**src/design/ppurv_pkg.sv**
```systemverilog
// types, constants and address mapping shared by the register and vram port
// no dependencies
`default_nettype none

package ppurv_pkg;

  localparam int MEM_AW    = 14;
  localparam int MEM_DEPTH = 1 << MEM_AW;

  localparam logic [MEM_AW-1:0] NT_BASE  = 14'h2000;
  localparam logic [MEM_AW-1:0] PAL_BASE = 14'h2800;
  localparam logic [MEM_AW-1:0] SPR_BASE = 14'h3000;

  localparam logic [3:0]  NMI_DELAY     = 4'd15;
  localparam logic [7:0]  OAM_ATTR_MASK = 8'hE3;
  localparam logic [15:0] PAL_MIRROR    = 16'h1000;
  localparam logic [15:0] STEP_ROW      = 16'd32;
  localparam logic [15:0] STEP_ONE      = 16'd1;
  localparam logic [15:0] FINE_Y_ONE    = 16'h1000;
  localparam logic [15:0] COPYX_KEEP    = 16'hFBE0;
  localparam logic [15:0] COPYX_TAKE    = 16'h041F;
  localparam logic [15:0] COPYY_KEEP    = 16'h841F;
  localparam logic [15:0] COPYY_TAKE    = 16'h7BE0;
  localparam logic [4:0]  COARSE_LAST   = 5'd31;
  localparam logic [4:0]  ROW_LAST      = 5'd29;
  localparam logic [5:0]  PAL_PAGE      = 6'h3F;

  typedef enum logic [3:0] {
    OP_READ     = 4'd0,
    OP_WRITE    = 4'd1,
    OP_TICK     = 4'd2,
    OP_INCX     = 4'd3,
    OP_INCY     = 4'd4,
    OP_COPYX    = 4'd5,
    OP_COPYY    = 4'd6,
    OP_SETVBL   = 4'd7,
    OP_CLRVBL   = 4'd8,
    OP_ZEROHIT  = 4'd9,
    OP_OVERFLOW = 4'd10
  } op_t;

  typedef enum logic [2:0] {
    REG_CTRL     = 3'd0,
    REG_MASK     = 3'd1,
    REG_STATUS   = 3'd2,
    REG_OAM_ADDR = 3'd3,
    REG_OAM_DATA = 3'd4,
    REG_SCROLL   = 3'd5,
    REG_ADDR     = 3'd6,
    REG_DATA     = 3'd7
  } reg_t;

  typedef enum logic [2:0] {
    MIR_HORZ = 3'd0,
    MIR_VERT = 3'd1,
    MIR_FOUR = 3'd2,
    MIR_LOW  = 3'd3,
    MIR_HIGH = 3'd4
  } mirror_t;

  typedef enum logic [1:0] {
    ST_CLEAR = 2'd0,
    ST_IDLE  = 2'd1,
    ST_READ  = 2'd2
  } state_t;

  typedef struct packed {
    logic [3:0] opcode;
    logic [2:0] reg_sel;
    logic [7:0] write_data;
  } in_word_t;

  typedef struct packed {
    logic [7:0]  read_data;
    logic        nmi_pulse;
    logic [15:0] vram_addr;
    logic [2:0]  fine_x;
    logic [7:0]  control_bits;
    logic [7:0]  mask_bits;
  } out_word_t;

  typedef struct packed {
    logic              we;
    logic [MEM_AW-1:0] waddr;
    logic [7:0]        wdata;
    logic [MEM_AW-1:0] raddr_a;
    logic [MEM_AW-1:0] raddr_b;
  } mem_req_t;

  typedef struct packed {
    logic clearing;
    logic mem_wait;
  } core_stat_t;

  // vram address to physical memory location
  function automatic logic [MEM_AW-1:0] vram_map(input logic [13:0] a,
                                                 input logic [2:0] mode);
    logic              tbl;
    logic [4:0]        p;
    logic [MEM_AW-1:0] m;
    tbl = 1'b0;
    p   = a[4:0];
    case (mirror_t'(mode))
      MIR_HORZ: tbl = a[11];
      MIR_VERT: tbl = a[10];
      MIR_FOUR: tbl = a[10];
      MIR_HIGH: tbl = 1'b1;
      default:  tbl = 1'b0;
    endcase
    if (p[4] && (p[1:0] == 2'b00)) begin
      p[4] = 1'b0;
    end
    if (!a[13]) begin
      m = {1'b0, a[12:0]};
    end else if (a[13:8] != PAL_PAGE) begin
      m = NT_BASE | {3'b000, tbl, a[9:0]};
    end else begin
      m = PAL_BASE | {9'b0, p};
    end
    return m;
  endfunction

endpackage

`default_nettype wire

```
**src/design/ppurv_out_q.sv**
```systemverilog
// two-word result queue between the register core and the result channel
// uses ppurv_pkg
`default_nettype none

module ppurv_out_q (
  input  logic                 clk,
  input  logic                 rst_n,
  input  logic                 push,
  input  ppurv_pkg::out_word_t push_word,
  input  logic                 pop,
  output logic                 valid,
  output ppurv_pkg::out_word_t head,
  output logic                 full
);
  import ppurv_pkg::*;

  out_word_t  slot_r [2];
  logic       wr_ptr_r, wr_ptr_nxt;
  logic       rd_ptr_r, rd_ptr_nxt;
  logic [1:0] cnt_r, cnt_nxt;
  logic       do_pop;

  assign valid  = (cnt_r != 2'd0);
  assign full   = (cnt_r == 2'd2);
  assign head   = slot_r[rd_ptr_r];
  assign do_pop = pop && valid;

  always_comb begin
    wr_ptr_nxt = push ? ~wr_ptr_r : wr_ptr_r;
    rd_ptr_nxt = do_pop ? ~rd_ptr_r : rd_ptr_r;
    cnt_nxt    = cnt_r + {1'b0, push} - {1'b0, do_pop};
  end

  always_ff @(posedge clk) begin
    if (!rst_n) begin
      wr_ptr_r <= 1'b0;
      rd_ptr_r <= 1'b0;
      cnt_r    <= 2'd0;
    end else begin
      wr_ptr_r <= wr_ptr_nxt;
      rd_ptr_r <= rd_ptr_nxt;
      cnt_r    <= cnt_nxt;
    end
  end

  always_ff @(posedge clk) begin
    if (push) begin
      slot_r[wr_ptr_r] <= push_word;
    end
  end

endmodule

`default_nettype wire

```
**config.mk**
```make
export PLATFORM = sky130hd
export DESIGN_NAME = ppurv_out_q
export DESIGN_NICKNAME = d
export VERILOG_FILES = /design/src/design/ppurv_pkg.sv /design/src/design/ppurv_out_q.sv
export SDC_FILE = /design/constraint.sdc
export NUM_CORES = 1
export LEC_CHECK = 0
export ABC_AREA = 1
export BUFFER_PORTS_ARGS = -buffer_cell sky130_fd_sc_hd__buf_4
export CAP_MARGIN = 20
export CORE_ASPECT_RATIO = 1.75
export CORE_MARGIN = 8
export CORE_UTILIZATION = 45
export DETAILED_ROUTE_END_ITERATION = 8
export GPL_TIMING_DRIVEN = 0
export PLACE_DENSITY = 0.77
export SLEW_MARGIN = 20
export SYNTH_ARGS = -nofsm -noshare
export SYNTH_HDL_FRONTEND = slang
export SYNTH_SLANG_ARGS = --single-unit
```
**constraint.sdc**
```tcl
create_clock -name clk -period 4 [get_ports clk]
set_clock_uncertainty 0.15 [all_clocks]
set_input_delay 0.8 -clock clk [delete_from_list [all_inputs] [get_ports clk]]
set_output_delay 0.8 -clock clk [all_outputs]
set_load 0.02 [all_outputs]
```
==> results.cfg, run 1 <==
[run_status]
status = completed

[yosys]
yosysMostFrequentCell = edfxtp_1
async_flop_share = 0
synth_top_area_share = 0.731
synthTopCellsByArea = edfxtp_1 73%, mux2_4 17%, dfxtp_1 2.8%, buf_12 2.2%, mux2_2 1.2%
syn-mean-instance-area_um2 = 20.9
ys_types = 12
yosysTopAreaCell = edfxtp_1
syn_nets = 223
synth_edf_count = 88
syn_area_um2 = 3620
yosys_warnings = 0
synth.ff_latch_count = 93
ys.flop_type = edfxtp_1
netlist_instances = 173
ys_seq_area_frac = 0.758
yosys-top-cells-count = 88 x edfxtp_1, 40 x mux2_4, 10 x nor2_1, 8 x inv_1, 8 x nand2_1

[power_and_ir_drop]
switching_power_uw = 676
power_frac_clock = 0.275
p_comb_frac = 0.283
p_sw_frac = 0.258
p_leak_uw = 0.00190
pwr_density_cell_nw_per_um2 = 553
seqPwrFrac = 0.443
power.internal_uw = 1940
peakVddDrop_v = 0.000308

[sta]
worst_pin_slew_ps = 624
fmax_mhz = 418
layout_min_cycle_time_ps = 2390
tns_ps = 0
finalSetupViolCount = 0
maxSlewHeadroom = 0.583
timing.final.crit_share = 0.598
drv_slew = 0
rsz0062_at_grt = no
hold_violations = 0

[critical_path]
reg2reg_depth = 2
critPathSlowestCell = dfxtp_1
crit_type = flip-flop to output port
cp_num_cells = 4
cp_top_family = buffers and inverters
required_ps = 3050
crit_arrival_ps = 1440
reg2reg_setup_slack_ps = 2400
worst-path-buf-inv = 3
critPathMaxFanout = 10
cp_slowest_stage_delay_ps = 320
start_kind = flip-flop
cp_cell_sequence = buf_6 > buf_12 > mux2_4 > buf_4
cp-end-kind = output port

[cells_and_area]
area_growth_pct = 30.7
fin_util = 0.602
drive_gt1_frac = 0.549
finish.net_count = 329
stdcell_area_um2 = 4730
antenna_cells = 0

[worst_hold_path]
hold_depth = 2
hp-class = flip-flop to flip-flop

[routing]
wirelength_um = 6390
drt_iter0_drc = 44
via_per_inst = 4.83
drt_pass1_iterations = 4
final_antenna_net_count = 0
vias = 1805
wl_per_cell_um = 17.1
drc = 0

[clock_network]
clock-root-buffer = clkbuf_16
cts_tree = built
ctsResizeCount = 0
insertion_delay_ps = 320
numCtsBuffers = 9
post_cts_buffers = 0
hold_buffers = 0
clk_pin_slew_ps = 50
cts.sinks = 93
htree_levels = 3
cts_buffer_depth = 2

[flow_run]
cap_violations = 0

[grt]
antenna_found_initial = 0
grt_pass1_vias = 2026
grt_use_total = 0.116
grt_overflow = 0
grt_max_degree = 28
grt_pass1_wl_um = 10100

[placement]
gp_congestion = 0.772
dpl-instance-area_um2 = 4480
dpl.hpwl_um = 4700
port_buffers = 93

[die]
rows = 43
initial_core_util = 0.460
io_pins = 94
die_w_um = 83.8
dieArea_um2 = 11300
core_um2 = 7860
die_y_um = 135
[cell families after synthesis]
logic type	Yosys count	share of synthesized area
buffers and inverters	13	0.0336
muxes	44	0.178
and+or+nand+nor	20	0.0214
DFF	93	0.758
AOI/OAI and AO/OA	1	0.00138
adders and majority gates	2	0.00692
[layer usage]
metal / vias up / track usage / wire length [um]
met5: - / 0 / 0
met4: 0 / 0.0676 / 247
met3: 15 / 0.0470 / 372
met2: 55 / 0.214 / 3630
met1: 869 / 0.102 / 2140
li1: 866 / - / -
[flip-flops by register name, summed over array words and instances (netlist names), named ones only]
name and cells:
slot_r 88, cnt_r 2, wr_ptr_r 1, rd_ptr_r 1
[worst min-delay path, stage by stage, from the launching register on]
cell and delay (ps):
dfxtp_1 330, nor2_1 60, nor2_1 90
[power by group through the flow]
| stage | combinational (uW) | sequential, uW | clock (uW) |
|---|---|---|---|
| after floorplan | 500 | 1170 | 0 |
| after global placement | 737 | 1180 | 0 |
| after detailed placement | 755 | 1180 | 0 |
| after CTS | 756 | 1160 | 750 |
| after global routing | 794 | 1170 | 780 |
| final | 740 | 1160 | 718 |
[layout make-up]
cell class              count  area, um^2
multi-input cells          67         761
clock inverters             3        12.5
clock buffers              13         240
well taps                  90         113
repair buffers             95         738
flip-flops and latches     93        2740
fillers                   627        3130
plain buffers               5        91.3
inverters                   8        30.0
[through the flow]
stage / setup WS [ps] / hold slack (ps) / instances / total power, uW
floorplan: 714 / 317 / 173 / 1670
detailed placement: 1780 / 359 / 358 / 1930
global route: 1520 / 410 / 374 / 2740
global placement: -393 / 332 / 356 / 1910
CTS: 1580 / 372 / 374 / 2660
finish: 1610 / 368 / 374 / 2620
[cell usage in the layout (no fill, tap or decap), drive strengths merged]
cell    netlist  layout
a21oi         1       1
buf           5     100
clkbuf        0      13
clkinv        0       3
dfxtp         5       5
edfxtp       88      88
ha            2       2
inv           8       8
mux2         44      44
nand2         8       8
nand3         2       2
nor2         10      10
[worst paths after layout]
| check | start | endpoint |
|---|---|---|
| setup / recovery | flip-flop | head[39] |
| hold / removal | rd_ptr_r$_SDFFE_PN0P_ | rd_ptr_r$_SDFFE_PN0P_ |
| setup reg to reg | wr_ptr_r$_SDFFE_PN0P_ | slot_r[0][27]$_DFFE_PP_ |
| hold reg to reg | rd_ptr_r$_SDFFE_PN0P_ | rd_ptr_r$_SDFFE_PN0P_ |
No activity file was read; power rests on OpenSTA's default activity.
==> inputs of run 2 (changes only) <==
- ABC_AREA: 1 -> 0
- PLACE_DENSITY: 0.77 -> 0.79
- clock period: 4 -> 2.04 ns (I/O delays scaled with it)
==> results.cfg, run 2 <==
[yosys]
synth_edf_count = 88
syn_nets = 210
synth_top_family_by_area = multiplexers
synthTopCellsByArea = edfxtp_1 73%, mux2_4 17%, dfxtp_1 2.8%, buf_12 2.2%, mux2_2 1.2%
syn_area_um2 = 3620
async_flop_share = 0
synth_compound_area_frac = 0.00414
yosysTopAreaCell = edfxtp_1
ys_types = 16
syn-mean-instance-area_um2 = 22.6
yosys-top-cells-count = 88 x edfxtp_1, 40 x mux2_4, 5 x dfxtp_1
synth.ff_latch_count = 93
synth_adder_area_share = 0.00691
synth_top_area_share = 0.729
yosys_warnings = 0
netlist_instances = 160
yosysMostFrequentCell = edfxtp_1
synthSimpleGateAreaFrac = 0.0148
muxShareOfSynthArea = 0.184
ys.flop_type = edfxtp_1
synth_xor_area_frac = 0.00622
ys_seq_area_frac = 0.757

[die]
rows = 43
dieArea_um2 = 11300
initial_core_util = 0.461
io_pins = 94
die_w_um = 83.8
core_um2 = 7860
die_y_um = 135

[sta]
timing.final.crit_share = 0.978
timing.final.ws_setup_ps = 45.7
finalSetupViolCount = 0
fmax_mhz = 501
maxSlewHeadroom = 0.551
tns_ps = 0
worst_pin_slew_ps = 672
layout_min_cycle_time_ps = 1990
rsz0062_at_grt = no
drv_slew = 0
hold_violations = 0

[flow_run]
cap_violations = 0

[critical_path]
cp-end-kind = output port
start_kind = flip-flop
crit_type = flip-flop to output port
crit_arrival_ps = 1440
critPathMaxFanout = 6
required_ps = 1480

[grt]
grt_use_total = 0.114
grt_overflow = 0
grt_pass1_wl_um = 9740
antenna_found_initial = 0
grt_pass1_vias = 1911
grt_max_degree = 26

[clock_network]
clock-root-buffer = clkbuf_16
hold_buffers = 0
htree_levels = 3
clk_pin_slew_ps = 60
insertion_delay_ps = 330
cts.sinks = 93
cts_tree = built
numCtsBuffers = 9
cts_buffer_depth = 2

[routing]
drt_pass1_iterations = 4
vias = 1791
drt_iter0_drc = 69
wirelength_um = 6640
final_antenna_net_count = 0
via_per_inst = 4.91
drc = 0
wl_per_cell_um = 18.2

[cells_and_area]
registers.top_by_ff_count = slot_r
top_regs = slot_r x88, cnt_r x2
fin_util = 0.631
area_growth_pct = 36.7
final_cells = 365
finish.net_count = 320
multiInputGateArea_um2 = 791
antenna_cells = 0
final_cell_mix = 88 x edfxtp_1, 84 x buf_4, 40 x mux2_4
regArea_um2 = 2750
largest_reg_flops = 88
mostFrequentLayoutCell = edfxtp_1
drive_gt1_frac = 0.596
fillers = 558

[power_and_ir_drop]
pwr_density_cell_nw_per_um2 = 1160
p_total_uw = 5740
p_leak_uw = 0.00197
peakVddDrop_v = 0.000852

[placement]
gp_congestion = 0.666
port_buffers = 93
dpl.hpwl_um = 4660
dp_slack_ps = 184
post-place-cells = 345

[run_status]
status = completed

[worst_hold_path]
hp-class = input pin to flip-flop
==> run 2: cell count changes after synthesis, sizes merged, moves of 4 or more <==
cell / before / now
nor2b: 0 / 4
nor2: 10 / 0
inv: 8 / 2
nand2: 8 / 1
==> run 2: timing repair <==
action / CTS / global route
gates resized for setup: 0 / 14
buffers inserted: 0 / 1
endpoints found under the setup margin: 0 / 40
==> run 2: metal layers <==
metal / GRT usage / share of wire
met3: 0.0404 / 0.048
met5: 0 / 0
met2: 0.207 / 0.59
met4: 0.0608 / 0.020
met1: 0.107 / 0.34
==> run 2: per-stage QoR <==
stage / instance area (um^2) / hold slack [ps]
global placement: 4440 / 309
floorplan: 3630 / 302
global route: 4950 / 93.5
detailed placement: 4490 / 339
finish: 4950 / 112
CTS: 4820 / 101
==> run 2: report_power, final <==
| part | total, uW | internal, uW | switching [uW] |
|---|---|---|---|
| Combinational | 1650 | 944 | 711 |
| Sequential | 2280 | 2230 | 52.0 |
| Clock | 1810 | 1180 | 622 |
| Total | 5740 | 4360 | 1380 |
==> run 2: critical path: stages, from the launching register on <==
cell and delay, ps:
dfxtp_4 350, buf_12 140, clkbuf_16 150, mux2_4 300, buf_4 160
==> run 2: path summary, 6_finish.rpt <==
kind | slack, ps | startpoint | end | cells past startpoint
setup / recovery | 50 | flip-flop | head[24] | 4
hold / removal | 110 | push_word[31] | slot_r[1][31]$_DFFE_PP_ | 1
setup reg to reg | 360 | wr_ptr_r$_SDFFE_PN0P_ | slot_r[1][11]$_DFFE_PP_ | 2
hold reg to reg | 350 | rd_ptr_r$_SDFFE_PN0P_ | rd_ptr_r$_SDFFE_PN0P_ | 2
==> run 2: area by class of cell <==
cell class,instances,share of cell area
buffer,5,0.0202
inverter,2,0.00152
multi-input combinational,60,0.160
sequential,93,0.554
timing repair buffer,99,0.175
tap,90,0.0227
clock inverter,6,0.0205
clock buffer,10,0.0462
==> run 2: kinds of logic (layout without fill, tap and decap cells) <==
family          count (synthesis)  count (layout)
mux                            46              46
compound gates                  2               2
xor+xnor                        1               1
buf+inv                         7             122
fa+ha+maj                       2               2
simple gates                    9               9
flops                          93              93
==> inputs of run 3 (changes only) <==
- ABC_AREA: 0 -> 1
==> results.cfg, run 3 (synthesis results as in run 1) <==
[run_status]
status = completed

[die]
die_w_um = 83.8
rows = 43
core_um2 = 7860
initial_core_util = 0.460
io_pins = 94
die_y_um = 135
dieArea_um2 = 11300

[clock_network]
insertion_delay_ps = 330
htree_levels = 3
clk_pin_slew_ps = 60
cts.sinks = 93
clock-root-buffer = clkbuf_16
hold_buffers = 0
cts_buffer_depth = 2
cts_tree = built
numCtsBuffers = 9

[critical_path]
cp_slowest_stage_delay_ps = 320
start_kind = flip-flop
cp_top_family = buffers and inverters
critPathSlowestCell = dfxtp_2
crit_arrival_ps = 1440
critPathMaxFanout = 10
cp-end-kind = output port
cp_cell_sequence = buf_6 > buf_12 > mux2_4 > buf_4
worst-path-buf-inv = 3
crit_type = flip-flop to output port
required_ps = 1480

[grt]
grt_use_total = 0.118
grt_pass1_wl_um = 10000
grt_max_degree = 27
grt_overflow = 0
grt_pass1_vias = 1909
antenna_found_initial = 0

[power_and_ir_drop]
p_leak_uw = 0.00196
p_total_uw = 5590
pwr_density_cell_nw_per_um2 = 1150
peakVddDrop_v = 0.000893

[placement]
dpl-instance-area_um2 = 4480
gp_congestion = 0.674
port_buffers = 93
dpl.hpwl_um = 4680
dp_slack_ps = 137

[sta]
fmax_mhz = 501
timing.final.ws_setup_ps = 45.9
timing.final.crit_share = 0.977
layout_min_cycle_time_ps = 1990
hold_violations = 0
rsz0062_at_grt = no
maxSlewHeadroom = 0.487
worst_pin_slew_ps = 767
tns_ps = 0
finalSetupViolCount = 0
drv_slew = 0

[routing]
drc = 0
wirelength_um = 6580
vias = 1792
via_per_inst = 4.78
final_antenna_net_count = 0
drt_iter0_drc = 93
drt_pass1_iterations = 4
wl_per_cell_um = 17.5

[cells_and_area]
drive_gt1_frac = 0.565
registers.top_by_ff_count = slot_r
fillers = 581
antenna_cells = 0
largest_reg_flops = 88
final_cell_mix = 88 x edfxtp_1, 87 x buf_4, 40 x mux2_4
top_regs = slot_r x88, cnt_r x2
area_growth_pct = 34.1
stdcell_area_um2 = 4850
mostFrequentLayoutCell = edfxtp_1
finish.net_count = 330

[worst_hold_path]
hp-class = input pin to flip-flop

[flow_run]
cap_violations = 0
==> run 3: stage by stage <==
stage | std cells | hold slack (ps) | util
2_1_floorplan | 173 | 317 | -
3_3_place_gp | 356 | 336 | 0.565
3_5_place_dp | 358 | 355 | 0.571
4_1_cts | 374 | 91.0 | 0.613
5_1_grt | 375 | 89.0 | 0.617
6_report | 375 | 104 | 0.617
==> run 3: metal layers <==
layer  track usage  part of all wire
met4        0.0695             0.020
met2         0.217              0.58
met5             0                 0
met3        0.0428             0.053
met1         0.108              0.34
==> run 3: final cells by class <==
class / count / area (um^2) / share of cell area
inverter: 8 / 30.0 / 0.00619
buffer: 5 / 91.3 / 0.0188
multi-input combinational: 67 / 761 / 0.157
tap: 90 / 113 / 0.0232
clock inverter: 5 / 98.8 / 0.0204
clock buffer: 11 / 233 / 0.0480
sequential: 93 / 2740 / 0.566
timing repair buffer: 96 / 779 / 0.161
==> run 3: repair_timing <==
item | 4_1_cts | 5_1_grt
gates resized for setup | 0 | 8
buffers inserted | 0 | 1
setup endpoints to repair | 0 | 35
==> run 3: where the power goes <==
part	total [uW]	internal, uW	leakage [uW]	switching (uW)
combinational	1490	787	0.000930	703
sequential	2270	2230	0.000868	42.0
clock	1820	1190	0.000161	633
==> run 3: worst register-to-register path: cells and delay by family, from the launching register on <==
kind,cells,cell delay [ps]
buffers and inverters,1,250
DFF,1,340
and+or+nand+nor,1,620
==> run 3: worst paths after layout <==
kind                          from                       to  slack [ps]  cells past startpoint
min                  push_word[36]  slot_r[0][36]$_DFFE_PP_         100                      1
max reg2reg  wr_ptr_r$_SDFFE_PN0P_  slot_r[0][14]$_DFFE_PP_         380                      2
max                      flip-flop                 head[27]          50                      4
min reg2reg  rd_ptr_r$_SDFFE_PN0P_                flip-flop         360                      2
