[config.mk]
export PLATFORM = sky130hd
export DESIGN_NAME = ppurv_core
export DESIGN_NICKNAME = d
export VERILOG_FILES = /design/src/design/ppurv_pkg.sv /design/src/design/ppurv_core.sv
export SDC_FILE = /design/constraint.sdc
export NUM_CORES = 1
export LEC_CHECK = 0
export BUFFER_PORTS_ARGS = -buffer_cell sky130_fd_sc_hd__buf_4
export CAP_MARGIN = 15
export CORE_MARGIN = 4
export CORE_UTILIZATION = 38
export CTS_CLUSTER_DIAMETER = 40
export DETAILED_ROUTE_END_ITERATION = 8
export SKIP_CTS_REPAIR_TIMING = 1
export SLEW_MARGIN = 20
export SYNTH_ARGS = -nofsm -noshare
export SYNTH_HDL_FRONTEND = slang
export SYNTH_SLANG_ARGS = --single-unit
[constraint.sdc]
create_clock -name clk -period 2.2 [get_ports clk]
set_clock_uncertainty 0.15 [all_clocks]
set_input_delay 0.22 -clock clk [delete_from_list [all_inputs] [get_ports clk]]
set_output_delay 0.22 -clock clk [all_outputs]
set_load 0.005 [all_outputs]
[src/design/ppurv_pkg.sv]
// types, constants and address mapping shared by the register and vram port
// no dependencies
`default_nettype none

package ppurv_pkg;

  localparam int MEM_AW    = 14;
  localparam int MEM_DEPTH = 1 << MEM_AW;

  localparam logic [MEM_AW-1:0] NT_BASE  = 14'h2000;
  localparam logic [MEM_AW-1:0] PAL_BASE = 14'h2800;
  localparam logic [MEM_AW-1:0] SPR_BASE = 14'h3000;

  localparam logic [3:0]  NMI_DELAY     = 4'd15;
  localparam logic [7:0]  OAM_ATTR_MASK = 8'hE3;
  localparam logic [15:0] PAL_MIRROR    = 16'h1000;
  localparam logic [15:0] STEP_ROW      = 16'd32;
  localparam logic [15:0] STEP_ONE      = 16'd1;
  localparam logic [15:0] FINE_Y_ONE    = 16'h1000;
  localparam logic [15:0] COPYX_KEEP    = 16'hFBE0;
  localparam logic [15:0] COPYX_TAKE    = 16'h041F;
  localparam logic [15:0] COPYY_KEEP    = 16'h841F;
  localparam logic [15:0] COPYY_TAKE    = 16'h7BE0;
  localparam logic [4:0]  COARSE_LAST   = 5'd31;
  localparam logic [4:0]  ROW_LAST      = 5'd29;
  localparam logic [5:0]  PAL_PAGE      = 6'h3F;

  typedef enum logic [3:0] {
    OP_READ     = 4'd0,
    OP_WRITE    = 4'd1,
    OP_TICK     = 4'd2,
    OP_INCX     = 4'd3,
    OP_INCY     = 4'd4,
    OP_COPYX    = 4'd5,
    OP_COPYY    = 4'd6,
    OP_SETVBL   = 4'd7,
    OP_CLRVBL   = 4'd8,
    OP_ZEROHIT  = 4'd9,
    OP_OVERFLOW = 4'd10
  } op_t;

  typedef enum logic [2:0] {
    REG_CTRL     = 3'd0,
    REG_MASK     = 3'd1,
    REG_STATUS   = 3'd2,
    REG_OAM_ADDR = 3'd3,
    REG_OAM_DATA = 3'd4,
    REG_SCROLL   = 3'd5,
    REG_ADDR     = 3'd6,
    REG_DATA     = 3'd7
  } reg_t;

  typedef enum logic [2:0] {
    MIR_HORZ = 3'd0,
    MIR_VERT = 3'd1,
    MIR_FOUR = 3'd2,
    MIR_LOW  = 3'd3,
    MIR_HIGH = 3'd4
  } mirror_t;

  typedef enum logic [1:0] {
    ST_CLEAR = 2'd0,
    ST_IDLE  = 2'd1,
    ST_READ  = 2'd2
  } state_t;

  typedef struct packed {
    logic [3:0] opcode;
    logic [2:0] reg_sel;
    logic [7:0] write_data;
  } in_word_t;

  typedef struct packed {
    logic [7:0]  read_data;
    logic        nmi_pulse;
    logic [15:0] vram_addr;
    logic [2:0]  fine_x;
    logic [7:0]  control_bits;
    logic [7:0]  mask_bits;
  } out_word_t;

  typedef struct packed {
    logic              we;
    logic [MEM_AW-1:0] waddr;
    logic [7:0]        wdata;
    logic [MEM_AW-1:0] raddr_a;
    logic [MEM_AW-1:0] raddr_b;
  } mem_req_t;

  typedef struct packed {
    logic clearing;
    logic mem_wait;
  } core_stat_t;

  // vram address to physical memory location
  function automatic logic [MEM_AW-1:0] vram_map(input logic [13:0] a,
                                                 input logic [2:0] mode);
    logic              tbl;
    logic [4:0]        p;
    logic [MEM_AW-1:0] m;
    tbl = 1'b0;
    p   = a[4:0];
    case (mirror_t'(mode))
      MIR_HORZ: tbl = a[11];
      MIR_VERT: tbl = a[10];
      MIR_FOUR: tbl = a[10];
      MIR_HIGH: tbl = 1'b1;
      default:  tbl = 1'b0;
    endcase
    if (p[4] && (p[1:0] == 2'b00)) begin
      p[4] = 1'b0;
    end
    if (!a[13]) begin
      m = {1'b0, a[12:0]};
    end else if (a[13:8] != PAL_PAGE) begin
      m = NT_BASE | {3'b000, tbl, a[9:0]};
    end else begin
      m = PAL_BASE | {9'b0, p};
    end
    return m;
  endfunction

endpackage

`default_nettype wire

[src/design/ppurv_core.sv]
// register file, scroll address logic, nmi delay and memory sequencing
// uses ppurv_pkg; drives ppurv_ram and ppurv_out_q
`default_nettype none

module ppurv_core (
  input  logic                  clk,
  input  logic                  rst_n,
  input  logic                  in_valid,
  output logic                  in_ready,
  input  ppurv_pkg::in_word_t   in_word,
  input  logic                  cfg_valid,
  input  logic [2:0]            cfg_mirror,
  input  logic                  q_full,
  output logic                  res_push,
  output ppurv_pkg::out_word_t  res_word,
  output ppurv_pkg::mem_req_t   mem_req,
  input  logic [7:0]            mem_rd_a,
  input  logic [7:0]            mem_rd_b,
  output ppurv_pkg::core_stat_t stat
);
  import ppurv_pkg::*;

  state_t            state_r, state_nxt;
  logic [MEM_AW-1:0] clr_cnt_r, clr_cnt_nxt;
  logic [2:0]        mirror_r;
  logic [15:0]       temp_r, temp_nxt;
  logic [15:0]       cur_r, cur_nxt;
  logic [2:0]        fine_r, fine_nxt;
  logic              toggle_r, toggle_nxt;
  logic [7:0]        ctrl_r, ctrl_nxt;
  logic [7:0]        mask_r, mask_nxt;
  logic [7:0]        spr_addr_r, spr_addr_nxt;
  logic [7:0]        rbuf_r, rbuf_nxt;
  logic [7:0]        last_r, last_nxt;
  logic              vbl_r, vbl_nxt;
  logic              hit_r, hit_nxt;
  logic              ovf_r, ovf_nxt;
  logic              nmi_lvl_r, nmi_lvl_nxt;
  logic [3:0]        nmi_cnt_r, nmi_cnt_nxt;
  logic              pend_oam_r, pend_oam_nxt;
  logic              pend_attr_r, pend_attr_nxt;
  logic              pend_pal_r, pend_pal_nxt;

  logic              accept;
  logic              is_mem_rd;
  logic [15:0]       step;
  logic [15:0]       cur_less;
  logic [MEM_AW-1:0] cur_loc;
  logic [4:0]        row;
  logic              lvl;
  logic [7:0]        rd;
  logic              pulse;

  assign in_ready  = (state_r == ST_IDLE) && !q_full;
  assign accept    = in_valid && in_ready;
  assign is_mem_rd = (op_t'(in_word.opcode) == OP_READ) &&
                     ((reg_t'(in_word.reg_sel) == REG_OAM_DATA) ||
                      (reg_t'(in_word.reg_sel) == REG_DATA));
  assign step      = ctrl_r[2] ? STEP_ROW : STEP_ONE;
  assign cur_less  = cur_r - PAL_MIRROR;
  assign cur_loc   = vram_map(cur_r[13:0], mirror_r);
  assign stat      = '{clearing: (state_r == ST_CLEAR), mem_wait: (state_r == ST_READ)};

  // next state
  always_comb begin
    state_nxt   = state_r;
    clr_cnt_nxt = clr_cnt_r;
    case (state_r)
      ST_CLEAR: begin
        clr_cnt_nxt = clr_cnt_r + 1'b1;
        if (clr_cnt_r == '1) begin
          state_nxt = ST_IDLE;
        end
      end
      ST_IDLE: begin
        if (accept && is_mem_rd) begin
          state_nxt = ST_READ;
        end
      end
      ST_READ: state_nxt = ST_IDLE;
      default: state_nxt = ST_CLEAR;
    endcase
  end

  // memory requests
  always_comb begin
    mem_req.we      = 1'b0;
    mem_req.waddr   = cur_loc;
    mem_req.wdata   = in_word.write_data;
    mem_req.raddr_a = (reg_t'(in_word.reg_sel) == REG_OAM_DATA) ?
                      (SPR_BASE | {6'b0, spr_addr_r}) : cur_loc;
    mem_req.raddr_b = vram_map(cur_less[13:0], mirror_r);
    if (state_r == ST_CLEAR) begin
      mem_req.we    = 1'b1;
      mem_req.waddr = clr_cnt_r;
      mem_req.wdata = 8'h00;
    end else if (accept && (op_t'(in_word.opcode) == OP_WRITE)) begin
      if (reg_t'(in_word.reg_sel) == REG_OAM_DATA) begin
        mem_req.we    = 1'b1;
        mem_req.waddr = SPR_BASE | {6'b0, spr_addr_r};
      end else if (reg_t'(in_word.reg_sel) == REG_DATA) begin
        mem_req.we = 1'b1;
      end
    end
  end

  // register updates and results
  always_comb begin
    temp_nxt      = temp_r;
    cur_nxt       = cur_r;
    fine_nxt      = fine_r;
    toggle_nxt    = toggle_r;
    ctrl_nxt      = ctrl_r;
    mask_nxt      = mask_r;
    spr_addr_nxt  = spr_addr_r;
    rbuf_nxt      = rbuf_r;
    last_nxt      = last_r;
    vbl_nxt       = vbl_r;
    hit_nxt       = hit_r;
    ovf_nxt       = ovf_r;
    nmi_lvl_nxt   = nmi_lvl_r;
    nmi_cnt_nxt   = nmi_cnt_r;
    pend_oam_nxt  = pend_oam_r;
    pend_attr_nxt = pend_attr_r;
    pend_pal_nxt  = pend_pal_r;
    row           = cur_r[9:5];
    lvl           = 1'b0;
    rd            = 8'h00;
    pulse         = 1'b0;
    res_push      = 1'b0;

    if (accept) begin
      case (op_t'(in_word.opcode))
        OP_READ: begin
          case (reg_t'(in_word.reg_sel))
            REG_STATUS: begin
              rd         = {vbl_r, hit_r, ovf_r, last_r[4:0]};
              vbl_nxt    = 1'b0;
              toggle_nxt = 1'b0;
            end
            REG_OAM_DATA: begin
              pend_oam_nxt  = 1'b1;
              pend_attr_nxt = (spr_addr_r[1:0] == 2'b10);
            end
            REG_DATA: begin
              pend_oam_nxt = 1'b0;
              pend_pal_nxt = (cur_r[13:8] == PAL_PAGE);
              cur_nxt      = cur_r + step;
            end
            default: rd = 8'h00;
          endcase
        end
        OP_WRITE: begin
          last_nxt = in_word.write_data;
          case (reg_t'(in_word.reg_sel))
            REG_CTRL: begin
              ctrl_nxt       = in_word.write_data;
              temp_nxt[11:10] = in_word.write_data[1:0];
            end
            REG_MASK:     mask_nxt = in_word.write_data;
            REG_OAM_ADDR: spr_addr_nxt = in_word.write_data;
            REG_OAM_DATA: spr_addr_nxt = spr_addr_r + 8'd1;
            REG_SCROLL: begin
              if (!toggle_r) begin
                temp_nxt[4:0] = in_word.write_data[7:3];
                fine_nxt      = in_word.write_data[2:0];
                toggle_nxt    = 1'b1;
              end else begin
                temp_nxt[14:12] = in_word.write_data[2:0];
                temp_nxt[9:5]   = in_word.write_data[7:3];
                toggle_nxt      = 1'b0;
              end
            end
            REG_ADDR: begin
              if (!toggle_r) begin
                temp_nxt[14]   = 1'b0;
                temp_nxt[13:8] = in_word.write_data[5:0];
                toggle_nxt     = 1'b1;
              end else begin
                temp_nxt[7:0] = in_word.write_data;
                cur_nxt       = {temp_r[15:8], in_word.write_data};
                toggle_nxt    = 1'b0;
              end
            end
            REG_DATA: cur_nxt = cur_r + step;
            default:  last_nxt = in_word.write_data;
          endcase
        end
        OP_TICK: begin
          if (nmi_cnt_r != 4'd0) begin
            nmi_cnt_nxt = nmi_cnt_r - 4'd1;
            pulse       = (nmi_cnt_r == 4'd1) && ctrl_r[7] && vbl_r;
          end
        end
        OP_INCX: begin
          if (cur_r[4:0] == COARSE_LAST) begin
            cur_nxt[4:0] = 5'd0;
            cur_nxt[10]  = ~cur_r[10];
          end else begin
            cur_nxt = cur_r + STEP_ONE;
          end
        end
        OP_INCY: begin
          if (cur_r[14:12] != 3'b111) begin
            cur_nxt = cur_r + FINE_Y_ONE;
          end else begin
            cur_nxt[14:12] = 3'b000;
            if (cur_r[9:5] == ROW_LAST) begin
              row         = 5'd0;
              cur_nxt[11] = ~cur_r[11];
            end else if (cur_r[9:5] == COARSE_LAST) begin
              row = 5'd0;
            end else begin
              row = cur_r[9:5] + 5'd1;
            end
            cur_nxt[9:5] = row;
          end
        end
        OP_COPYX:    cur_nxt = (cur_r & COPYX_KEEP) | (temp_r & COPYX_TAKE);
        OP_COPYY:    cur_nxt = (cur_r & COPYY_KEEP) | (temp_r & COPYY_TAKE);
        OP_SETVBL:   vbl_nxt = 1'b1;
        OP_CLRVBL: begin
          vbl_nxt = 1'b0;
          hit_nxt = 1'b0;
          ovf_nxt = 1'b0;
        end
        OP_ZEROHIT:  hit_nxt = 1'b1;
        OP_OVERFLOW: ovf_nxt = 1'b1;
        default:     rd = 8'h00;
      endcase

      // nmi level edge
      lvl = ctrl_nxt[7] & vbl_nxt;
      if (lvl && !nmi_lvl_r) begin
        nmi_cnt_nxt = NMI_DELAY;
      end
      nmi_lvl_nxt = lvl;
      res_push    = !is_mem_rd;
    end else if (state_r == ST_READ) begin
      res_push = 1'b1;
      if (pend_oam_r) begin
        rd = mem_rd_a & (pend_attr_r ? OAM_ATTR_MASK : 8'hFF);
      end else if (pend_pal_r) begin
        rd       = mem_rd_a;
        rbuf_nxt = mem_rd_b;
      end else begin
        rd       = rbuf_r;
        rbuf_nxt = mem_rd_a;
      end
    end

    res_word = '{read_data: rd, nmi_pulse: pulse, vram_addr: cur_nxt, fine_x: fine_nxt,
                 control_bits: ctrl_nxt, mask_bits: mask_nxt};
  end

  always_ff @(posedge clk) begin
    if (!rst_n) begin
      state_r     <= ST_CLEAR;
      clr_cnt_r   <= '0;
      mirror_r    <= 3'd0;
      temp_r      <= 16'd0;
      cur_r       <= 16'd0;
      fine_r      <= 3'd0;
      toggle_r    <= 1'b0;
      ctrl_r      <= 8'd0;
      mask_r      <= 8'd0;
      spr_addr_r  <= 8'd0;
      rbuf_r      <= 8'd0;
      last_r      <= 8'd0;
      vbl_r       <= 1'b0;
      hit_r       <= 1'b0;
      ovf_r       <= 1'b0;
      nmi_lvl_r   <= 1'b0;
      nmi_cnt_r   <= 4'd0;
      pend_oam_r  <= 1'b0;
      pend_attr_r <= 1'b0;
      pend_pal_r  <= 1'b0;
    end else begin
      state_r     <= state_nxt;
      clr_cnt_r   <= clr_cnt_nxt;
      if (cfg_valid) begin
        mirror_r <= cfg_mirror;
      end
      temp_r      <= temp_nxt;
      cur_r       <= cur_nxt;
      fine_r      <= fine_nxt;
      toggle_r    <= toggle_nxt;
      ctrl_r      <= ctrl_nxt;
      mask_r      <= mask_nxt;
      spr_addr_r  <= spr_addr_nxt;
      rbuf_r      <= rbuf_nxt;
      last_r      <= last_nxt;
      vbl_r       <= vbl_nxt;
      hit_r       <= hit_nxt;
      ovf_r       <= ovf_nxt;
      nmi_lvl_r   <= nmi_lvl_nxt;
      nmi_cnt_r   <= nmi_cnt_nxt;
      pend_oam_r  <= pend_oam_nxt;
      pend_attr_r <= pend_attr_nxt;
      pend_pal_r  <= pend_pal_nxt;
    end
  end

endmodule

`default_nettype wire

==> qor.yml, run 1 <==
postSynthAreaPerCell_um2: 7.45
ys_seq_area_share_pct: 27.2
ys_seq_elements: 102
numCtsBuffers: 9
antennaDiodeCount: 0
syn_to_final_growth_pct: 55.5
synth_area_um2: 7500
hold_class: "in -> reg"
slowest_stage: "dfxtp_4"
cts_tree: "yes"
slowest_delay_ns: 0.37
dieArea_um2: 22000
cp_cell_sequence: "ha_4 > and3_4 > ha_4 > nand4b_1 > nor4_2 > xor2_1 > a211oi_2 > a21oi_2 > buf_4"
stdcell_area_um2: 11700
crit_path_end_kind: "output pin"
violations: "negative setup slack"
cp.required_ns: 1.83
fmax_mhz: 359
drt_iter0_markers: 755
wl_um: 32300
synth_ff_type: "dfxtp_1"
worst_slew_pin_slew_ns: 0.632
yosysTopAreaCellShare_pct: 27.2
cts.clk_slew.worst_paths_ns: 0.08
place_area_um2: 10200
post-route-min-period_ns: 2.78
antenna_found_initial: 0
synth_edf_count: 0
ir_drop_uv: 360
layout-drive-gt1-share_pct: 42.7
finalHoldViolCount: 0
die_width_um: 148
first_pass_iters: 5
cts-root-buf: "clkbuf_16"
ys_types: 82
outcome: "finished, violations left"
dp_hpwl_um: 24600
whs_ns: 0.0312
crit_top_cell: "ha_4"
cts_buffer_depth: 2
rsz0062_at_grt: "yes"
ys_warn_count: 0
synthCells: 1006
path_buf_inv: 1
maxCapViolCount: 0
core-area_um2: 19500
vias: 8955
criticalPathCategory: "reg -> out"
grt_max_degree: 27
initial_utilization_pct: 38.5
cts_htree_levels: 3
grt_pass1_wl_um: 47200
powerDensity_nw_per_um2: 352
ioPinCount: 138
async_flop_share_pct: 0
dieHeight_um: 148
clock-sinks: 102
synth_area_leaders: "dfxtp_1 (27%), nand2_1 (5.7%), a21oi_1 (5.1%)"
fin_util_pct: 59.9
grt_pass1_vias: 8315
synth_most_common_cell: "nand2_1"
setup_ws_ns: -0.582
overflow: 0
synth_nets: 1064
power.leakage_uw: 0.00480
finalSetupViolations: 68
drcViolationCount: 0
ys_top_cells_by_count: "nand2_1 (113), dfxtp_1 (102), nor2_1 (97)"
maxSlewHeadroom_pct: 57.7
drv_slew: 0
final_nets: 1364
critPathTopFamily: "simple AND/OR/NAND/NOR gates"
critPathMaxFanout: 8
io_buffers: 137
wl_per_cell_um: 20.5
yosysTopAreaCell: "dfxtp_1"
grt_use_total_pct: 27.4
ant_nets: 0
rows: 51
via_per_inst: 5.68
period_share_pct: 126
gp_congestion: 0.984
start_kind: "flip-flop"
clock_latency_ns: 0.36
crit_arrival_ns: 2.41
[per-layer routing]
metal / wire, µm / part of all wire [%] / vias up / GRT usage [%]
met5: 0 / 0 / - / 0
met4: 1190 / 3.7 / 0 / 10.1
met3: 1890 / 5.9 / 68 / 4.69
met2: 15400 / 48 / 331 / 45.3
met1: 13800 / 43 / 4302 / 35.8
li1: - / - / 4254 / -
[placed cells by master (no fill, tap or decap), drive strengths merged, types with 14 or more instances in the layout]
cell and n:
a211oi 34, a21oi 78, a31oi 18, and2 33, and3 14, buf 374
dfxtp 102, ha 19, inv 29, mux2 19, mux2i 26, nand2 113
nand3 43, nor2 99, nor2b 14, nor3 18, nor4 14, o21ai 55
[cells by family (layout without fill, tap and decap cells)]
logic type	Yosys count	count (layout)	synth area share, %
compound gates	272	272	23.5
xor+xnor	22	22	2.57
fa+ha+maj	19	19	3.17
buf+inv	117	422	6.73
flops	102	102	27.2
mux	45	45	6.73
simple gates	429	429	30.1
[metrics by stage]
stage               TNS, ns  std cells  total power (µW)  worst slack (ns)
finish               -12.59       1576              4100            -0.582
CTS                  -24.77       1546              4100            -0.691
global route         -18.66       1576              4220            -0.698
detailed placement    -5.58       1530              2340            -0.292
floorplan            -0.176       1006              2100           -0.0971
global placement      -5.68       1530              2340            -0.288
[power by group]
part           switching [µW]  internal (µW)
registers                8.97           1850
clock network             847            923
logic                     264            212
[state kept, by name, indices dropped and copies added, names as in the netlist, 5 cells and up]
signal      cells
last_r          5
cur_r          16
clr_cnt_r      14
ctrl_r          8
spr_addr_r      8
temp_r         15
mask_r          8
rbuf_r          8
[worst register-to-register path, stage by stage (launching register included)]
cell,delay [ns]
dfxtp_4,0.37
ha_4,0.16
and3_4,0.18
ha_4,0.18
buf_4,0.15
nor4_4,0.27
buf_4,0.17
xor2_2,0.06
a211oi_2,0.24
buf_4,0.16
o22ai_1,0.07
[path summary, 6_finish.rpt]
check,cells past startpoint,end,from,slack [ns]
setup / recovery,9,res_word[33],cur_r[0],-0.58
hold / removal,3,last_r[3],in_word[3],0.03
setup reg to reg,10,cur_r[9],cur_r[0],-0.09
hold reg to reg,2,last_r[0],last_r[0],0.32
[area by class of cell]
| type | instances | area [µm²] |
|---|---|---|
| Tap cell | 265 | 332 |
| Sequential cell | 102 | 2070 |
| Multi-Input combinational cell | 787 | 5640 |
| Inverter | 25 | 93.8 |
| Timing Repair Buffer | 381 | 3200 |
| Clock inverter | 7 | 95.1 |
| Clock buffer | 9 | 225 |
| Fill cell | 1789 | 7800 |
Note: power is estimated with default switching activity, not from simulation.
==> run 2, diff against run 1 <==
--- a/config.mk
+++ b/config.mk
@@ -11,6 +11,7 @@
 export CORE_UTILIZATION = 38
 export CTS_CLUSTER_DIAMETER = 40
 export DETAILED_ROUTE_END_ITERATION = 8
+export PLACE_DENSITY_LB_ADDON = 0.2
 export SKIP_CTS_REPAIR_TIMING = 1
 export SLEW_MARGIN = 20
 export SYNTH_ARGS = -nofsm -noshare
==> qor.yml, run 2 (synthesized netlist as in run 1, its figures left out) <==
outcome: "finished, violations left"  # unchanged
violations: "negative hold slack, negative setup slack"  # was negative setup slack
dp.cells: 1512  # was 1530
crit_path_end_kind: "output pin"  # unchanged
critPathMaxFanout: 5  # was 8
drv_slew: 0  # unchanged
final_nets: 1352  # was 1364
largestRegisters: "cur_r x16, temp_r x15, clr_cnt_r x14"  # unchanged
register_area_um2: 2080  # was 2070 µm²
rsz0062_at_grt: "yes"  # unchanged
gp_congestion: 1.01  # was 0.984
power.leakage_uw: 0.00481  # was 0.00480 µW
layout-drive-gt1-share_pct: 44.5  # was 42.7%
wl_um: 32900  # was 32300 µm
dieHeight_um: 148  # unchanged
die_width_um: 148  # unchanged
stdcell_count: 1564  # was 1576
multiInputGateArea_um2: 5900  # was 5640 µm²
fillers: 1787  # was 1789
setup_ws_ns: -0.684  # was -0.582 ns
maxSlewHeadroom_pct: 55.6  # was 57.7%
grt_max_degree: 42  # was 27
initial_utilization_pct: 38.5  # unchanged
crit_arrival_ns: 2.51  # was 2.41 ns
cts.clk_slew.worst_paths_ns: 0.08  # about the same
rows: 51  # unchanged
place_area_um2: 10100  # was 10200 µm²
ant_nets: 0  # unchanged
io_buffers: 137  # unchanged
grt_pass1_vias: 8329  # was 8315
post-route-min-period_ns: 2.88  # was 2.78 ns
start_kind: "flip-flop"  # unchanged
p_total_uw: 4100  # about the same
period_share_pct: 131  # was 126%
ioPinCount: 138  # unchanged
fin_setup_tns_ns: -13.41  # was -12.59 ns
worst_slew_pin_slew_ns: 0.665  # was 0.632 ns
drt_iter0_markers: 824  # was 755
vias: 9002  # was 8955
clock-sinks: 102  # unchanged
finalSetupViolations: 73  # was 68
regMostFlops: "cur_r"  # unchanged
drcViolationCount: 0  # unchanged
cp.required_ns: 1.83  # about the same
finalHoldViolCount: 3  # was 0
antennaDiodeCount: 0  # unchanged
maxCapViolCount: 0  # unchanged
largest_reg_flops: 16  # unchanged
powerDensity_nw_per_um2: 344  # was 352 nW/µm²
fmax_mhz: 347  # was 359 MHz
cts-root-buf: "clkbuf_16"  # unchanged
dp_hpwl_um: 24600  # about the same
core-area_um2: 19500  # unchanged
whs_ns: -0.00701  # was 0.0312 ns
overflow: 0  # unchanged
grt_pass1_wl_um: 48300  # was 47200 µm
grt_use_total_pct: 28.0  # was 27.4%
clock_latency_ns: 0.36  # about the same
wl_per_cell_um: 21.0  # was 20.5 µm
pre_cts_ws_ns: -0.318  # was -0.292 ns
antenna_found_initial: 0  # unchanged
syn_to_final_growth_pct: 58.7  # was 55.5%
cts_buffer_depth: 2  # unchanged
layout_common_cells: "buf_4 (298), nand2_1 (93), nor2_1 (89), dfxtp_1 (87), a21oi_1 (65)"  # was buf_4 (318), nand2_1 (96), nor2_1 (91), dfxtp_1 (89), a21oi_1 (67)
final_common_cell: "buf_4"  # unchanged
hold_class: "in -> reg"  # unchanged
via_per_inst: 5.76  # was 5.68
numCtsBuffers: 9  # unchanged
first_pass_iters: 6  # was 5
cts_htree_levels: 3  # unchanged
cts_tree: "yes"  # unchanged
dieArea_um2: 22000  # unchanged
stdcell_area_um2: 11900  # was 11700 µm²
criticalPathCategory: "reg -> out"  # unchanged
ir_drop_uv: 357  # was 360 µV
run 2: cell count changes in the layout (fill, tap and decap cells not counted), moves of 5 or more:
cell     before  now
o31ai_2       8    2
buf_4       318  298
o21ai_0      31   25
buf_6        41   51
a31oi_1      16   11
run 2: final timing paths:
| kind | start | to | slack, ns | cells past startpoint |
|---|---|---|---|---|
| max | cur_r[0] | res_word[33] | -0.68 | 9 |
| min | cfg_valid | mirror_r[2] | -0.007 | 3 |
| max reg2reg | cur_r[0] | cur_r[14] | -0.21 | 9 |
| min reg2reg | last_r[1] | last_r[1] | 0.32 | 2 |
run 2: area by class of cell:
type                       instances  share of cell area, %
clock inverter                     7                  0.820
multi-input combinational        787                   49.6
timing repair buffer             369                   26.7
clock buffer                       9                   1.89
sequential                       102                   17.5
tap                              265                   2.79
inverter                          25                  0.789
run 2: power by group:
group / switching, µW / leakage [µW] / total [µW] / internal [µW]
sequential: 8.07 / 0.000832 / 1850 / 1840
combinational: 261 / 0.00383 / 449 / 188
clock: 875 / 0.000157 / 1800 / 922
run 2: per-stage QoR:
step                hold WS, ns  util (%)
global route           -0.00105      61.1
CTS                     -0.0578      53.6
detailed placement        0.305      51.9
floorplan                 0.217         -
finish                 -0.00701      61.1
global placement          0.301      51.9
run 2: critical path: stages, from the launching register on:
cell      delay (ns)
dfxtp_4         0.36
ha_4            0.16
and3_4          0.19
ha_4            0.18
nand4b_1        0.31
nor4_2          0.32
xor2_1          0.12
a211oi_2        0.29
a21oi_2         0.09
buf_4           0.14
run 2: metal layers:
| layer | routed length, µm | track usage [%] | part of all wire (%) |
|---|---|---|---|
| met1 | 13800 | 38.2 | 42 |
| met3 | 2180 | 3.14 | 6.6 |
| met2 | 15600 | 46.5 | 47 |
| met4 | 1250 | 8.55 | 3.8 |
| met5 | 0 | 0 | 0 |
==> run 3, diff against run 2 <==
--- a/config.mk
+++ b/config.mk
@@ -7,10 +7,11 @@
 export LEC_CHECK = 0
 export BUFFER_PORTS_ARGS = -buffer_cell sky130_fd_sc_hd__buf_4
 export CAP_MARGIN = 15
-export CORE_MARGIN = 4
+export CORE_MARGIN = 1
 export CORE_UTILIZATION = 38
 export CTS_CLUSTER_DIAMETER = 40
 export DETAILED_ROUTE_END_ITERATION = 8
+export HOLD_SLACK_MARGIN = 0.12
 export PLACE_DENSITY_LB_ADDON = 0.2
 export SKIP_CTS_REPAIR_TIMING = 1
 export SLEW_MARGIN = 20
==> qor.yml, run 3 (synthesized netlist as in run 1, its figures left out) <==
outcome: "finished, violations left"  # unchanged
violations: "negative setup slack"  # was negative hold slack, negative setup slack
rsz0062_at_grt: "yes"  # unchanged
ir_drop_uv: 420  # was 357 µV
whs_ns: 0.0841  # was -0.00701 ns
rows: 51  # unchanged
finalSetupViolations: 65  # was 73
crit_path_end_kind: "output pin"  # unchanged
cp.required_ns: 1.83  # about the same
ioPinCount: 138  # unchanged
stdcell_area_um2: 11900  # about the same
initial_utilization_pct: 38.6  # was 38.5%
power.leakage_uw: 0.00481  # about the same
numCtsBuffers: 9  # unchanged
antennaDiodeCount: 0  # unchanged
reg2reg_depth: 8  # was 9
cts-root-buf: "clkbuf_16"  # unchanged
period_share_pct: 126  # was 131%
setup_ws_ns: -0.578  # was -0.684 ns
regMostFlops: "cur_r"  # unchanged
place_area_um2: 10100  # about the same
worst_slew_pin_slew_ns: 0.622  # was 0.665 ns
grt_pass1_wl_um: 45500  # was 48300 µm
clock-sinks: 102  # unchanged
core-area_um2: 19400  # was 19500 µm²
wl_um: 31400  # was 32900 µm
criticalPathCategory: "reg -> out"  # unchanged
cts_buffer_depth: 2  # unchanged
syn_to_final_growth_pct: 58.1  # was 58.7%
cts_htree_levels: 3  # unchanged
overflow: 0  # unchanged
vias: 9009  # was 9002
timing.critical_path.to: "res_word[30]"  # was res_word[33]
post-route-min-period_ns: 2.78  # was 2.88 ns
drt_iter0_markers: 759  # was 824
die_width_um: 142  # was 148 µm
crit_path_start: "cur_r[1]"  # was cur_r[0]
dieArea_um2: 20300  # was 22000 µm²
p_total_uw: 3960  # was 4100 µW
ant_nets: 0  # unchanged
maxSlewHeadroom_pct: 58.6  # was 55.6%
first_pass_iters: 5  # was 6
gp_congestion: 1.07  # was 1.01
fin_util_pct: 61.1  # about the same
critPathMaxFanout: 6  # was 5
dp_hpwl_um: 23500  # was 24600 µm
slowest_stage: "dfxtp_4"  # unchanged
powerDensity_nw_per_um2: 335  # was 344 nW/µm²
wl_per_cell_um: 19.9  # was 21.0 µm
io_buffers: 137  # unchanged
final_nets: 1369  # was 1352
crit_cells: 10  # was 9
largestRegisters: "cur_r x16, temp_r x15, clr_cnt_r x14"  # unchanged
finalHoldViolCount: 0  # was 3
r2r_end: "cur_r[5]"  # was cur_r[14]
layout_common_cells: "buf_4 (310), nand2_1 (98), nor2_1 (92), dfxtp_1 (89), a21oi_1 (69)"  # was buf_4 (298), nand2_1 (93), nor2_1 (89), dfxtp_1 (87), a21oi_1 (65)
reg2reg_from: "cur_r[1]"  # was cur_r[0]
maxCapViolCount: 0  # unchanged
fmax_mhz: 360  # was 347 MHz
antenna_found_initial: 0  # unchanged
slowest_delay_ns: 0.35  # was 0.36 ns
path_buf_inv: 3  # was 1
layout-drive-gt1-share_pct: 42.4  # was 44.5%
rrSetupSlack_ns: -0.01  # was -0.21 ns
cp_cell_sequence: "ha_4 > and3_4 > ha_4 > buf_6 > nor4_4 > buf_4 > a41o_1 > a41o_1 > nand3_1 > buf_4"  # was ha_4 > and3_4 > ha_4 > nand4b_1 > nor4_2 > xor2_1 > a211oi_2 > a21oi_2 > buf_4
cts.clk_slew.worst_paths_ns: 0.08  # about the same
drv_slew: 0  # unchanged
crit_arrival_ns: 2.41  # was 2.51 ns
start_kind: "flip-flop"  # unchanged
final_common_cell: "buf_4"  # unchanged
dieHeight_um: 142  # was 148 µm
grt_use_total_pct: 29.5  # was 28.0%
largest_reg_flops: 16  # unchanged
grt_pass1_vias: 7905  # was 8329
clock_latency_ns: 0.36  # about the same
hold_class: "in -> reg"  # unchanged
critPathTopFamily: "simple AND/OR/NAND/NOR gates"  # unchanged
drcViolationCount: 0  # unchanged
via_per_inst: 5.70  # was 5.76
grt_max_degree: 28  # was 42
cts_tree: "yes"  # unchanged
==> run 3: cell type report <==
| class | count | area (µm²) |
|---|---|---|
| clock buffers | 10 | 239 |
| clock inverters | 6 | 53.8 |
| fillers | 1811 | 7550 |
| inverters | 25 | 93.8 |
| multi-input cells | 787 | 5790 |
| flip-flops and latches | 102 | 2080 |
| well taps | 265 | 332 |
| repair buffers | 386 | 3270 |
==> run 3: report_power, final <==
group | switching [µW] | internal (µW) | leakage [µW]
Clock | 816 | 821 | 0.000146
Combinational | 262 | 214 | 0.00383
Sequential | 8.38 | 1840 | 0.000831
Total | 1090 | 2880 | 0.00481
==> run 3: worst min-delay path by stage <==
| stage | start | end | slack, ns | cells after the start |
|---|---|---|---|---|
| after floorplan | cfg_mirror[0] | mirror_r[0] | 0.22 | 2 |
| after global placement | last_r[3] | last_r[3] | 0.31 | 2 |
| after detailed placement | last_r[2] | last_r[2] | 0.31 | 2 |
| after CTS | cfg_mirror[2] | mirror_r[2] | -0.06 | 3 |
| after global routing | mem_rd_a[5] | rbuf_r[5] | 0.12 | 3 |
| final | mem_rd_a[0] | rbuf_r[0] | 0.08 | 3 |
==> run 3: metrics by stage <==
stage	TNS, ns	std cells	setup slack, ns
3_3_place_gp	-5.63	1517	-0.333
2_1_floorplan	-0.176	1006	-0.0971
5_1_grt	-17.38	1581	-0.683
4_1_cts	-24.12	1533	-0.722
3_5_place_dp	-5.74	1517	-0.333
6_report	-12.60	1581	-0.578
==> run 3: metal layers <==
layer,track usage (%),vias to the layer above,wire length (µm)
li1,-,4274,-
met1,41.2,4324,14200
met2,45.9,340,14200
met3,3.40,71,1830
met4,12.2,0,1170
met5,0,-,0
==> run 3: tightest hold or removal path, cell delays in order <==
cell and delay (ns):
buf_4 0.11, mux2i_1 0.13, a211oi_1 0.09
